--- src/tpt_pkg.sv ---
// Package for the touch point tracker: sizes, register indexes, event and
// state codes, and the command/status structs between controller and datapath.
// No dependencies.
package tpt_pkg;

   localparam int MAX_POINTS = 10;
   localparam int IDX_W      = (MAX_POINTS > 1) ? $clog2(MAX_POINTS) : 1;
   localparam int ID_W       = 4;
   localparam int BYTE_W     = 8;
   localparam int COORD_W    = 12;
   localparam int SQ_W       = 2 * COORD_W;
   localparam int DIST_W     = SQ_W + 1;
   localparam int THR_W      = 25;
   localparam int CSR_IDX_W  = 2;
   localparam int CSR_DATA_W = 25;

   localparam logic [CSR_IDX_W-1:0] CSR_MOVE_THRESHOLD = 2'd0;
   localparam logic [CSR_IDX_W-1:0] CSR_SWAP_MODE      = 2'd1;
   localparam logic [CSR_IDX_W-1:0] CSR_SCREEN_HEIGHT  = 2'd2;

   localparam logic [THR_W-1:0]   THR_RESET    = 25'd64;
   localparam logic [COORD_W-1:0] HEIGHT_RESET = 12'hFFF;

   typedef enum logic [2:0] {
      EV_DOWN  = 3'd0,
      EV_MOVE  = 3'd1,
      EV_STILL = 3'd2,
      EV_UP    = 3'd3,
      EV_NONE  = 3'd4
   } event_type;

   typedef enum logic [2:0] {
      ST_IDLE,
      ST_DIFF,
      ST_SQR,
      ST_UPD,
      ST_END,
      ST_EMIT
   } state_type;

   typedef struct packed {
      logic accept_point;
      logic calc_diff;
      logic calc_sq;
      logic update_point;
      logic end_mark;
      logic clear_frame;
      logic idx_clear;
      logic idx_inc;
      logic emit_load;
   } cmd_type;

   typedef struct packed {
      logic pt_ok;
      logic abort;
      logic change_any;
      logic entry_pending;
      logic idx_final;
      logic out_free;
   } status_type;

endpackage

--- src/tpt_channels.sv ---
// Valid/ready channel interfaces for point/frame requests and event responses.
// Depends on tpt_pkg.
interface tpt_req_if;
   logic                       valid;
   logic                       ready;
   logic                       cmd;
   logic [tpt_pkg::BYTE_W-1:0] x_high;
   logic [tpt_pkg::BYTE_W-1:0] x_low;
   logic [tpt_pkg::BYTE_W-1:0] y_high;
   logic [tpt_pkg::BYTE_W-1:0] y_low;

   modport source (output valid, cmd, x_high, x_low, y_high, y_low, input ready);
   modport sink   (input valid, cmd, x_high, x_low, y_high, y_low, output ready);
endinterface

interface tpt_rsp_if;
   logic                        valid;
   logic                        ready;
   logic [tpt_pkg::ID_W-1:0]    contact_id;
   logic [1:0]                  event_kind;
   logic [tpt_pkg::COORD_W-1:0] pos_x;
   logic [tpt_pkg::COORD_W-1:0] pos_y;
   logic                        last;

   modport source (output valid, contact_id, event_kind, pos_x, pos_y, last, input ready);
   modport sink   (input valid, contact_id, event_kind, pos_x, pos_y, last, output ready);
endinterface

--- src/tpt_ctrl.sv ---
// Controller FSM: sequences point classification, end-of-frame marking and
// event emission. Depends on tpt_pkg.
module tpt_ctrl (
   input  logic                clock,
   input  logic                reset,
   input  logic                req_valid,
   input  logic                req_is_end,
   output logic                req_ready,
   input  tpt_pkg::status_type status,
   output tpt_pkg::cmd_type    cmd
);

   tpt_pkg::state_type state_ff, state_in;

   always_ff @(posedge clock) begin
      if (reset) begin
         state_ff <= tpt_pkg::ST_IDLE;
      end else begin
         state_ff <= state_in;
      end
   end

   assign req_ready = (state_ff == tpt_pkg::ST_IDLE);

   always_comb begin
      state_in = state_ff;
      cmd      = '0;
      unique case (state_ff)
         tpt_pkg::ST_IDLE: begin
            if (req_valid) begin
               if (req_is_end) begin
                  state_in = tpt_pkg::ST_END;
               end else begin
                  cmd.accept_point = 1'b1;
                  if (status.pt_ok) begin
                     state_in = tpt_pkg::ST_DIFF;
                  end
               end
            end
         end
         tpt_pkg::ST_DIFF: begin
            cmd.calc_diff = 1'b1;
            state_in      = tpt_pkg::ST_SQR;
         end
         tpt_pkg::ST_SQR: begin
            cmd.calc_sq = 1'b1;
            state_in    = tpt_pkg::ST_UPD;
         end
         tpt_pkg::ST_UPD: begin
            cmd.update_point = 1'b1;
            state_in         = tpt_pkg::ST_IDLE;
         end
         tpt_pkg::ST_END: begin
            if (status.abort) begin
               cmd.clear_frame = 1'b1;
               state_in        = tpt_pkg::ST_IDLE;
            end else begin
               cmd.end_mark = 1'b1;
               if (status.change_any) begin
                  cmd.idx_clear = 1'b1;
                  state_in      = tpt_pkg::ST_EMIT;
               end else begin
                  cmd.clear_frame = 1'b1;
                  state_in        = tpt_pkg::ST_IDLE;
               end
            end
         end
         tpt_pkg::ST_EMIT: begin
            if (!status.entry_pending || status.out_free) begin
               cmd.emit_load = status.entry_pending;
               if (status.idx_final) begin
                  cmd.clear_frame = 1'b1;
                  state_in        = tpt_pkg::ST_IDLE;
               end else begin
                  cmd.idx_inc = 1'b1;
               end
            end
         end
         default: begin
            state_in = tpt_pkg::ST_IDLE;
         end
      endcase
   end

   a_emit_free: assert property (@(posedge clock) disable iff (reset)
      cmd.emit_load |-> status.out_free && status.entry_pending)
      else $error("event loaded into a busy output register");

   a_point_seq: assert property (@(posedge clock) disable iff (reset)
      (state_ff == tpt_pkg::ST_UPD) |->
         ($past(state_ff) == tpt_pkg::ST_SQR && $past(state_ff, 2) == tpt_pkg::ST_DIFF))
      else $error("point update reached without diff and square steps");

endmodule

--- src/tpt_datapath.sv ---
// Datapath: coordinate decode and rotation, per-id position and event store,
// distance check, frame bookkeeping and the response register. Depends on tpt_pkg.
module tpt_datapath (
   input  logic                            clock,
   input  logic                            reset,
   input  logic                            csr_wen,
   input  logic [tpt_pkg::CSR_IDX_W-1:0]   csr_index,
   input  logic [tpt_pkg::CSR_DATA_W-1:0]  csr_wdata,
   input  logic [tpt_pkg::BYTE_W-1:0]      req_x_high,
   input  logic [tpt_pkg::BYTE_W-1:0]      req_x_low,
   input  logic [tpt_pkg::BYTE_W-1:0]      req_y_high,
   input  logic [tpt_pkg::BYTE_W-1:0]      req_y_low,
   input  tpt_pkg::cmd_type                cmd,
   output tpt_pkg::status_type             status,
   output logic                            rsp_valid,
   input  logic                            rsp_ready,
   output logic [tpt_pkg::ID_W-1:0]        rsp_contact_id,
   output logic [1:0]                      rsp_event_kind,
   output logic [tpt_pkg::COORD_W-1:0]     rsp_pos_x,
   output logic [tpt_pkg::COORD_W-1:0]     rsp_pos_y,
   output logic                            rsp_last
);

   localparam int MAXP = tpt_pkg::MAX_POINTS;
   localparam int IW   = tpt_pkg::IDX_W;
   localparam int CW   = tpt_pkg::COORD_W;

   // configuration
   logic [tpt_pkg::THR_W-1:0] thr_ff;
   logic                      swap_ff;
   logic [CW-1:0]             height_ff;

   // frame state
   logic [MAXP-1:0]      known_ff, seen_ff;
   logic                 change_ff, abort_ff;
   logic [CW-1:0]        last_x_ff [MAXP];
   logic [CW-1:0]        last_y_ff [MAXP];
   tpt_pkg::event_type   pend_ff [MAXP];
   logic [IW-1:0]        idx_ff;

   // point pipeline
   logic [CW-1:0]            cur_x_ff, cur_y_ff, dx_ff, dy_ff;
   logic [IW-1:0]            cur_id_ff;
   logic [tpt_pkg::SQ_W-1:0] sqx_ff, sqy_ff;

   // response register
   logic                rsp_valid_ff, rsp_valid_in;
   logic [tpt_pkg::ID_W-1:0] rsp_id_ff;
   logic [1:0]          rsp_kind_ff;
   logic [CW-1:0]       rsp_x_ff, rsp_y_ff;
   logic                rsp_last_ff;

   logic [CW-1:0]              x_raw, y_raw, x_dec, y_dec, y_rot;
   logic [tpt_pkg::ID_W-1:0]   id_raw;
   logic [CW-1:0]              lx, ly;
   logic [tpt_pkg::DIST_W-1:0] sq_sum;
   tpt_pkg::event_type         pt_event;
   logic [MAXP-1:0]            released, pend_mask, above_mask;

   // decode and optional rotation
   assign x_raw  = {req_x_high[3:0], req_x_low};
   assign y_raw  = {req_y_high[3:0], req_y_low};
   assign id_raw = req_y_high[7:4];
   assign y_rot  = (x_raw > height_ff) ? '0 : height_ff - x_raw;
   assign x_dec  = swap_ff ? y_raw : x_raw;
   assign y_dec  = swap_ff ? y_rot : y_raw;

   assign lx     = last_x_ff[cur_id_ff];
   assign ly     = last_y_ff[cur_id_ff];
   assign sq_sum = tpt_pkg::DIST_W'(sqx_ff) + tpt_pkg::DIST_W'(sqy_ff);

   always_comb begin
      if (!known_ff[cur_id_ff]) begin
         pt_event = tpt_pkg::EV_DOWN;
      end else if (sq_sum > tpt_pkg::DIST_W'(thr_ff)) begin
         pt_event = tpt_pkg::EV_MOVE;
      end else begin
         pt_event = tpt_pkg::EV_STILL;
      end
   end

   assign released = known_ff & ~seen_ff;

   always_comb begin
      for (int i = 0; i < MAXP; i++) begin
         pend_mask[i]  = (pend_ff[i] != tpt_pkg::EV_NONE);
         above_mask[i] = (IW'(i) > idx_ff);
      end
   end

   assign status.pt_ok         = !abort_ff &&
                                 ({1'b0, id_raw} < (tpt_pkg::ID_W + 1)'(MAXP));
   assign status.abort         = abort_ff;
   assign status.change_any    = change_ff || (|released);
   assign status.entry_pending = pend_mask[idx_ff];
   assign status.idx_final     = (idx_ff == IW'(MAXP - 1));
   assign status.out_free      = !rsp_valid_ff || rsp_ready;

   // configuration registers
   always_ff @(posedge clock) begin
      if (reset) begin
         thr_ff    <= tpt_pkg::THR_RESET;
         swap_ff   <= 1'b0;
         height_ff <= tpt_pkg::HEIGHT_RESET;
      end else if (csr_wen) begin
         case (csr_index)
            tpt_pkg::CSR_MOVE_THRESHOLD: thr_ff    <= csr_wdata[tpt_pkg::THR_W-1:0];
            tpt_pkg::CSR_SWAP_MODE:      swap_ff   <= csr_wdata[0];
            tpt_pkg::CSR_SCREEN_HEIGHT:  height_ff <= csr_wdata[CW-1:0];
            default: ;
         endcase
      end
   end

   // point pipeline registers
   always_ff @(posedge clock) begin
      if (cmd.accept_point && status.pt_ok) begin
         cur_x_ff  <= x_dec;
         cur_y_ff  <= y_dec;
         cur_id_ff <= id_raw[IW-1:0];
      end
      if (cmd.calc_diff) begin
         dx_ff <= (lx > cur_x_ff) ? lx - cur_x_ff : cur_x_ff - lx;
         dy_ff <= (ly > cur_y_ff) ? ly - cur_y_ff : cur_y_ff - ly;
      end
      if (cmd.calc_sq) begin
         sqx_ff <= tpt_pkg::SQ_W'(dx_ff) * tpt_pkg::SQ_W'(dx_ff);
         sqy_ff <= tpt_pkg::SQ_W'(dy_ff) * tpt_pkg::SQ_W'(dy_ff);
      end
   end

   // frame state
   always_ff @(posedge clock) begin
      if (reset) begin
         known_ff  <= '0;
         seen_ff   <= '0;
         change_ff <= 1'b0;
         abort_ff  <= 1'b0;
         idx_ff    <= '0;
         for (int i = 0; i < MAXP; i++) begin
            last_x_ff[i] <= '0;
            last_y_ff[i] <= '0;
            pend_ff[i]   <= tpt_pkg::EV_NONE;
         end
      end else begin
         if (cmd.accept_point && !status.pt_ok) begin
            abort_ff <= 1'b1;
         end
         if (cmd.update_point) begin
            last_x_ff[cur_id_ff] <= cur_x_ff;
            last_y_ff[cur_id_ff] <= cur_y_ff;
            pend_ff[cur_id_ff]   <= pt_event;
            seen_ff[cur_id_ff]   <= 1'b1;
            if (pt_event != tpt_pkg::EV_STILL) begin
               change_ff <= 1'b1;
            end
         end
         if (cmd.end_mark) begin
            known_ff <= seen_ff;
         end
         if (cmd.clear_frame) begin
            seen_ff   <= '0;
            change_ff <= 1'b0;
            abort_ff  <= 1'b0;
            for (int i = 0; i < MAXP; i++) begin
               pend_ff[i] <= tpt_pkg::EV_NONE;
            end
         end else if (cmd.end_mark) begin
            for (int i = 0; i < MAXP; i++) begin
               if (released[i]) begin
                  pend_ff[i] <= tpt_pkg::EV_UP;
               end
            end
         end
         if (cmd.idx_clear) begin
            idx_ff <= '0;
         end else if (cmd.idx_inc) begin
            idx_ff <= idx_ff + 1'b1;
         end
      end
   end

   // response register
   always_comb begin
      if (cmd.emit_load) begin
         rsp_valid_in = 1'b1;
      end else if (rsp_ready) begin
         rsp_valid_in = 1'b0;
      end else begin
         rsp_valid_in = rsp_valid_ff;
      end
   end

   always_ff @(posedge clock) begin
      if (reset) begin
         rsp_valid_ff <= 1'b0;
      end else begin
         rsp_valid_ff <= rsp_valid_in;
      end
   end

   always_ff @(posedge clock) begin
      if (cmd.emit_load) begin
         rsp_id_ff   <= tpt_pkg::ID_W'(idx_ff);
         rsp_kind_ff <= pend_ff[idx_ff][1:0];
         rsp_x_ff    <= last_x_ff[idx_ff];
         rsp_y_ff    <= last_y_ff[idx_ff];
         rsp_last_ff <= ((pend_mask & above_mask) == '0);
      end
   end

   assign rsp_valid      = rsp_valid_ff;
   assign rsp_contact_id = rsp_id_ff;
   assign rsp_event_kind = rsp_kind_ff;
   assign rsp_pos_x      = rsp_x_ff;
   assign rsp_pos_y      = rsp_y_ff;
   assign rsp_last       = rsp_last_ff;

   a_clear: assert property (@(posedge clock) disable iff (reset)
      cmd.clear_frame |=> (seen_ff == '0 && !change_ff && !abort_ff))
      else $error("frame state not cleared");

   a_abort_src: assert property (@(posedge clock) disable iff (reset)
      $rose(abort_ff) |-> $past(cmd.accept_point))
      else $error("abort raised without a point transfer");

endmodule

--- src/touch_point_tracker.sv ---
// Top level of the touch point tracker: channel interfaces, configuration
// port, controller and datapath. Depends on tpt_pkg, tpt_channels, tpt_ctrl, tpt_datapath.
//
// A point transfer steps through accept, difference, square, and classify and store;
// a point with an out-of-range id, or any point after one, ends at the accept step.
// An end-of-frame transfer with nothing to report ends at the end-of-frame step;
// otherwise that step is followed by the id-order walk of the event store, which
// waits whenever the response register is stalled while holding an event.
// The single-entry response register lets the next request be taken while the last
// event of a frame still waits on the response side. Configuration writes land at
// once and are meant to be made only while the block is idle.
module touch_point_tracker (
   input  logic                           clock,
   input  logic                           reset,
   tpt_req_if.sink                        req_ch,
   tpt_rsp_if.source                      rsp_ch,
   input  logic                           csr_wen,
   input  logic [tpt_pkg::CSR_IDX_W-1:0]  csr_index,
   input  logic [tpt_pkg::CSR_DATA_W-1:0] csr_wdata
);

   tpt_pkg::cmd_type    cmd;
   tpt_pkg::status_type status;

   tpt_ctrl u_ctrl (
      .clock      (clock),
      .reset      (reset),
      .req_valid  (req_ch.valid),
      .req_is_end (req_ch.cmd),
      .req_ready  (req_ch.ready),
      .status     (status),
      .cmd        (cmd)
   );

   tpt_datapath u_datapath (
      .clock          (clock),
      .reset          (reset),
      .csr_wen        (csr_wen),
      .csr_index      (csr_index),
      .csr_wdata      (csr_wdata),
      .req_x_high     (req_ch.x_high),
      .req_x_low      (req_ch.x_low),
      .req_y_high     (req_ch.y_high),
      .req_y_low      (req_ch.y_low),
      .cmd            (cmd),
      .status         (status),
      .rsp_valid      (rsp_ch.valid),
      .rsp_ready      (rsp_ch.ready),
      .rsp_contact_id (rsp_ch.contact_id),
      .rsp_event_kind (rsp_ch.event_kind),
      .rsp_pos_x      (rsp_ch.pos_x),
      .rsp_pos_y      (rsp_ch.pos_y),
      .rsp_last       (rsp_ch.last)
   );

endmodule
--- src/flat_wrapper.sv ---
// flat-port wrapper written by rule: the top's interface ports become plain ports
module touch_point_tracker_flat 
  (clock, reset, csr_wen, csr_index, csr_wdata, req_ch_valid, req_ch_cmd, req_ch_x_high, req_ch_x_low, req_ch_y_high, req_ch_y_low, req_ch_ready, rsp_ch_valid, rsp_ch_contact_id, rsp_ch_event_kind, rsp_ch_pos_x, rsp_ch_pos_y, rsp_ch_last, rsp_ch_ready);
  tpt_req_if req_ch_i ();
  tpt_rsp_if rsp_ch_i ();
  input  logic clock;
  input  logic reset;
  input  logic csr_wen;
  input  logic [tpt_pkg::CSR_IDX_W-1:0] csr_index;
  input  logic [tpt_pkg::CSR_DATA_W-1:0] csr_wdata;
  input wire logic [$bits(req_ch_i.valid)-1:0] req_ch_valid;
  input wire logic [$bits(req_ch_i.cmd)-1:0] req_ch_cmd;
  input wire logic [$bits(req_ch_i.x_high)-1:0] req_ch_x_high;
  input wire logic [$bits(req_ch_i.x_low)-1:0] req_ch_x_low;
  input wire logic [$bits(req_ch_i.y_high)-1:0] req_ch_y_high;
  input wire logic [$bits(req_ch_i.y_low)-1:0] req_ch_y_low;
  output wire logic [$bits(req_ch_i.ready)-1:0] req_ch_ready;
  output wire logic [$bits(rsp_ch_i.valid)-1:0] rsp_ch_valid;
  output wire logic [$bits(rsp_ch_i.contact_id)-1:0] rsp_ch_contact_id;
  output wire logic [$bits(rsp_ch_i.event_kind)-1:0] rsp_ch_event_kind;
  output wire logic [$bits(rsp_ch_i.pos_x)-1:0] rsp_ch_pos_x;
  output wire logic [$bits(rsp_ch_i.pos_y)-1:0] rsp_ch_pos_y;
  output wire logic [$bits(rsp_ch_i.last)-1:0] rsp_ch_last;
  input wire logic [$bits(rsp_ch_i.ready)-1:0] rsp_ch_ready;
  assign req_ch_i.valid = req_ch_valid;
  assign req_ch_i.cmd = req_ch_cmd;
  assign req_ch_i.x_high = req_ch_x_high;
  assign req_ch_i.x_low = req_ch_x_low;
  assign req_ch_i.y_high = req_ch_y_high;
  assign req_ch_i.y_low = req_ch_y_low;
  assign req_ch_ready = req_ch_i.ready;
  assign rsp_ch_valid = rsp_ch_i.valid;
  assign rsp_ch_contact_id = rsp_ch_i.contact_id;
  assign rsp_ch_event_kind = rsp_ch_i.event_kind;
  assign rsp_ch_pos_x = rsp_ch_i.pos_x;
  assign rsp_ch_pos_y = rsp_ch_i.pos_y;
  assign rsp_ch_last = rsp_ch_i.last;
  assign rsp_ch_i.ready = rsp_ch_ready;
  touch_point_tracker u_core (.clock(clock), .reset(reset), .req_ch(req_ch_i), .rsp_ch(rsp_ch_i), .csr_wen(csr_wen), .csr_index(csr_index), .csr_wdata(csr_wdata));
endmodule
--- config.mk ---
export PLATFORM = sky130hd
export DESIGN_NAME = touch_point_tracker_flat
export DESIGN_NICKNAME = d
export VERILOG_FILES = /design/src/tpt_pkg.sv /design/src/tpt_channels.sv /design/src/tpt_ctrl.sv /design/src/tpt_datapath.sv /design/src/touch_point_tracker.sv /design/src/flat_wrapper.sv
export SDC_FILE = /design/constraint.sdc
export NUM_CORES = 2
export LEC_CHECK = 0
export BUFFER_PORTS_ARGS = -buffer_cell sky130_fd_sc_hd__buf_2
export CAP_MARGIN = 30
export CORE_MARGIN = 2
export CORE_UTILIZATION = 35
export CTS_BUF_LIST = sky130_fd_sc_hd__clkbuf_4 sky130_fd_sc_hd__clkbuf_8
export DETAILED_ROUTE_END_ITERATION = 16
export HOLD_SLACK_MARGIN = 0.08
export SETUP_SLACK_MARGIN = 0.05
export SYNTH_ARGS = -nofsm -noshare
export SYNTH_HDL_FRONTEND = slang
export SYNTH_HIERARCHICAL = 1
export SYNTH_SLANG_ARGS = --single-unit
--- constraint.sdc ---
create_clock -name clock -period 6.1 [get_ports clock]
set_clock_uncertainty 0.15 [all_clocks]
set_input_delay 1.22 -clock clock [delete_from_list [all_inputs] [get_ports clock]]
set_output_delay 1.22 -clock clock [all_outputs]
set_load 0.1 [all_outputs]
==> results.md <==
* Sequential fraction of the synthesis area at 45.4%
* Initial core utilization at 35.2%
* Main synth FF type: edfxtp_1
* Root buffer cell: clkbuf_8
* Endpoints failing setup at 0
* Commonest non-fill, non-tap cell in the layout: edfxtp_1
* Cell area after synthesis at 39700 µm²
* # IOs at 98
* Clock Tree Buf Depth at 3
* Core Box Area at 112000 µm²
* Syn nets at 3822
* Slew margin rel. at 30.1%
* Drt initial violations at 2256
* Critical path startpoint category: register
* Post-synth cell types at 86
* NetSw at 11200 µW
* Max-slew violations at 0
* Asr flop ratio synth at 0%
* Vias in the first global route at 26531
* RePlAce Congestion at 0.844
* All-Layer GR Usage at 18.5%
* Clock power frac at 14.3%
* CP max FO at 8
* GRT overflow at 0
* Routed WL at 108 mm
* Switching Share at 42.9%
* Setup tns final at 0 ns
* Clock transition at path regs at 0.06 ns
* HP Class: reg2reg
* Detail Placement HPWL at 72.8 mm
* RSZ-0062 raised after global routing: false
* Slowest CP cell: edfxtp_1
* Tcrit/Tclk final at 93.7%
* Buf/Inv on CP at 4
* H-tree lvl count at 3
* Antenna-violating nets left at 0
* First-pass GRT wire length at 162 mm
* # rows at 123
* Initial antenna violation count at 9
* DRC errors left at 0
* Yosys Warn Count at 6
* LEAKAGE at 0.0169 µW
* Max-Cap Viols at 0
* Setup CP Type: reg2reg
* Critical path capture point type: register
* Final Critical Period at 5.72 ns
* Vias/cell at 5.24
* Sequential share of power at 23.1%
* Later-pin clock latency in the skew report at 0.78 ns
* Status: finished, final reports clean
* Max VDD drop at 0.843 mV
* Req. time, crit path at 6.43 ns
* Die Footprint at 116000 µm²
* CTS buffer count at 106
* Hold-fix buffers, CTS at 0
* Wire length per cell at 21.3 µm
* Fmax at 0.175 GHz
* Pin count of the biggest net entering global routing at 67
* Pre-antenna DRT Iters at 6
* NumNets Final at 3923
* Area delta synth->final at 11.2%
* PortBufs at 93
* Most frequent cells in the layout: edfxtp_1, inv_1, nor2_1, nand2_1, ha_1
* DR vias at 26552
* Total power at 26100 µW
* CTS sink count at 627
* Mapped Cells at 3373
* Slew @ Worst Pin at 1.05 ns
* Comb power frac at 62.6%
* Post-synth EDFFs at 545
* Number of synthesized register bits at 627
* Fraction of layout cells with a size suffix above 1 at 16.8%
* CP Cell Sequence: and2_1 -> fa_1 -> fa_1 -> inv_1 -> fa_1 -> inv_1 -> fa_1 -> inv_1 -> fa_1 -> inv_1 -> ha_1 -> a21o_1 -> nor3_1 -> o21ai_0 -> a31o_2 -> and3_1 -> nor3_1 -> o31ai_1 -> a21oi_1 -> xor2_1
* Final hold viol count at 0
* Worst path top cell family by delay: adder cells
* Die H at 341 µm
* CTS tree: done
* Mapped Avg Cell Area at 11.8 µm²
* Die Wd at 341 µm
* Critical Path Max Stage Delay at 0.53 ns
* Cell Pwr Density at 592 nW/µm²
* Internal at 14900 µW
* CP most frequent cell: fa_1
* Worst Path Arrival at 6.04 ns
## per-stage QoR
stage	instances	utilization (%)	setup slack [ns]	hold slack (ns)	area, µm²
6_report	5063	39.2	0.383	0.307	44100
5_1_grt	5060	39.2	0.0538	0.319	44100
4_1_cts	5053	39.1	0.235	0.306	44000
3_5_place_dp	4861	37.3	0.255	0.298	41900
3_3_place_gp	4860	37.3	0.264	0.294	41900
2_1_floorplan	3373	-	0.466	0.281	39700
## cells in the mapped netlist, types with 37 or more instances
master / count / area, µm²
o21ai_0: 87 / 435
mux2i_1: 81 / 811
clkbuf_1: 127 / 477
inv_1: 393 / 1480
a21o_1: 52 / 390
ha_1: 223 / 2790
nor2_1: 392 / 1470
and2_1: 86 / 538
xnor2_1: 63 / 552
nor2b_1: 37 / 231
nand2_1: 241 / 905
dfxtp_1: 82 / 1640
a211oi_1: 39 / 293
edfxtp_1: 545 / 16400
a21oi_1: 180 / 901
fa_1: 161 / 3220
mux4_2: 197 / 4440
## cell type report
cell class | instances | area [µm²]
repair buffers | 164 | 1040
multi-input cells | 2181 | 19600
inverters | 394 | 1480
well taps | 1500 | 1880
flip-flops and latches | 627 | 18000
fillers | 10810 | 68400
diodes | 5 | 12.5
clock buffers | 139 | 1730
clock inverters | 53 | 335
## registers in the layout, indices dropped and copies added, names as in the netlist, 12 cells and up, named ones only
name	count
u_core/u_datapath/last_y_ff	192
u_core/u_datapath/rsp_pos_x	12
u_core/u_datapath/thr_ff	25
u_core/u_datapath/rsp_pos_y	12
u_core/u_datapath/cur_y_ff	12
u_core/u_datapath/dx_ff	12
u_core/u_datapath/last_x_ff	192
u_core/u_datapath/dy_ff	12
u_core/u_datapath/sqx_ff	23
u_core/u_datapath/cur_x_ff	12
u_core/u_datapath/sqy_ff	23
u_core/u_datapath/height_ff	12
u_core/u_datapath/pend_ff	42
## worst reg2reg max path, stage by stage (launching register included)
cell and delay, ns:
edfxtp_1 0.53, and2_1 0.27, fa_1 0.39, fa_1 0.49, inv_1 0.06, fa_1 0.53
inv_1 0.05, fa_1 0.47, inv_1 0.05, fa_1 0.47, inv_1 0.04, ha_1 0.34
a21o_1 0.21, nor3_1 0.12, o21ai_0 0.20, a31o_2 0.30, and3_1 0.18, nor3_1 0.28
o31ai_1 0.12, a21oi_1 0.18, xor2_1 0.08
## what timing repair did
item / 4_1_cts / 5_1_grt
setup endpoints to repair: 0 / 3
resized for setup: 0 / 1
setup buffers: 0 / 4
## routing by layer
layer | wire length [µm] | global-route usage (%)
met1 | 45100 | 25.1
met2 | 49700 | 29.4
met3 | 9210 | 3.55
met4 | 3760 | 6.55
met5 | 10 | 0
## power groups by stage
stage | sequential [µW] | clock [µW] | combinational (µW)
finish | 6040 | 3720 | 16300
global route | 6060 | 4000 | 18900
CTS | 6050 | 3810 | 16500
detailed placement | 6130 | 0 | 16300
global placement | 6130 | 0 | 16200
floorplan | 5980 | 0 | 13000
## worst paths after layout
kind	start	slack [ns]	end	cells after the start
max	u_core/u_datapath/dy_ff[8]$_DFFE_PP_	0.38	u_core/u_datapath/sqy_ff[23]$_DFFE_PP_	20
min	u_core/u_datapath/thr_ff[5]$_SDFFE_PP0P_	0.31	u_core/u_datapath/thr_ff[5]$_SDFFE_PP0P_	2
max reg2reg	u_core/u_datapath/dy_ff[8]$_DFFE_PP_	0.38	u_core/u_datapath/sqy_ff[23]$_DFFE_PP_	20
min reg2reg	u_core/u_datapath/thr_ff[5]$_SDFFE_PP0P_	0.31	u_core/u_datapath/thr_ff[5]$_SDFFE_PP0P_	2
## cell families after synthesis
logic type / after synthesis / share of synthesized area (%)
flops: 627 / 45.4
simple gates: 928 / 10.6
xor+xnor: 89 / 1.97
compound gates: 494 / 7.93
fa+ha+maj: 384 / 15.2
mux: 286 / 13.5
buf+inv: 565 / 5.44
No activity file was read; power rests on OpenSTA's default activity.
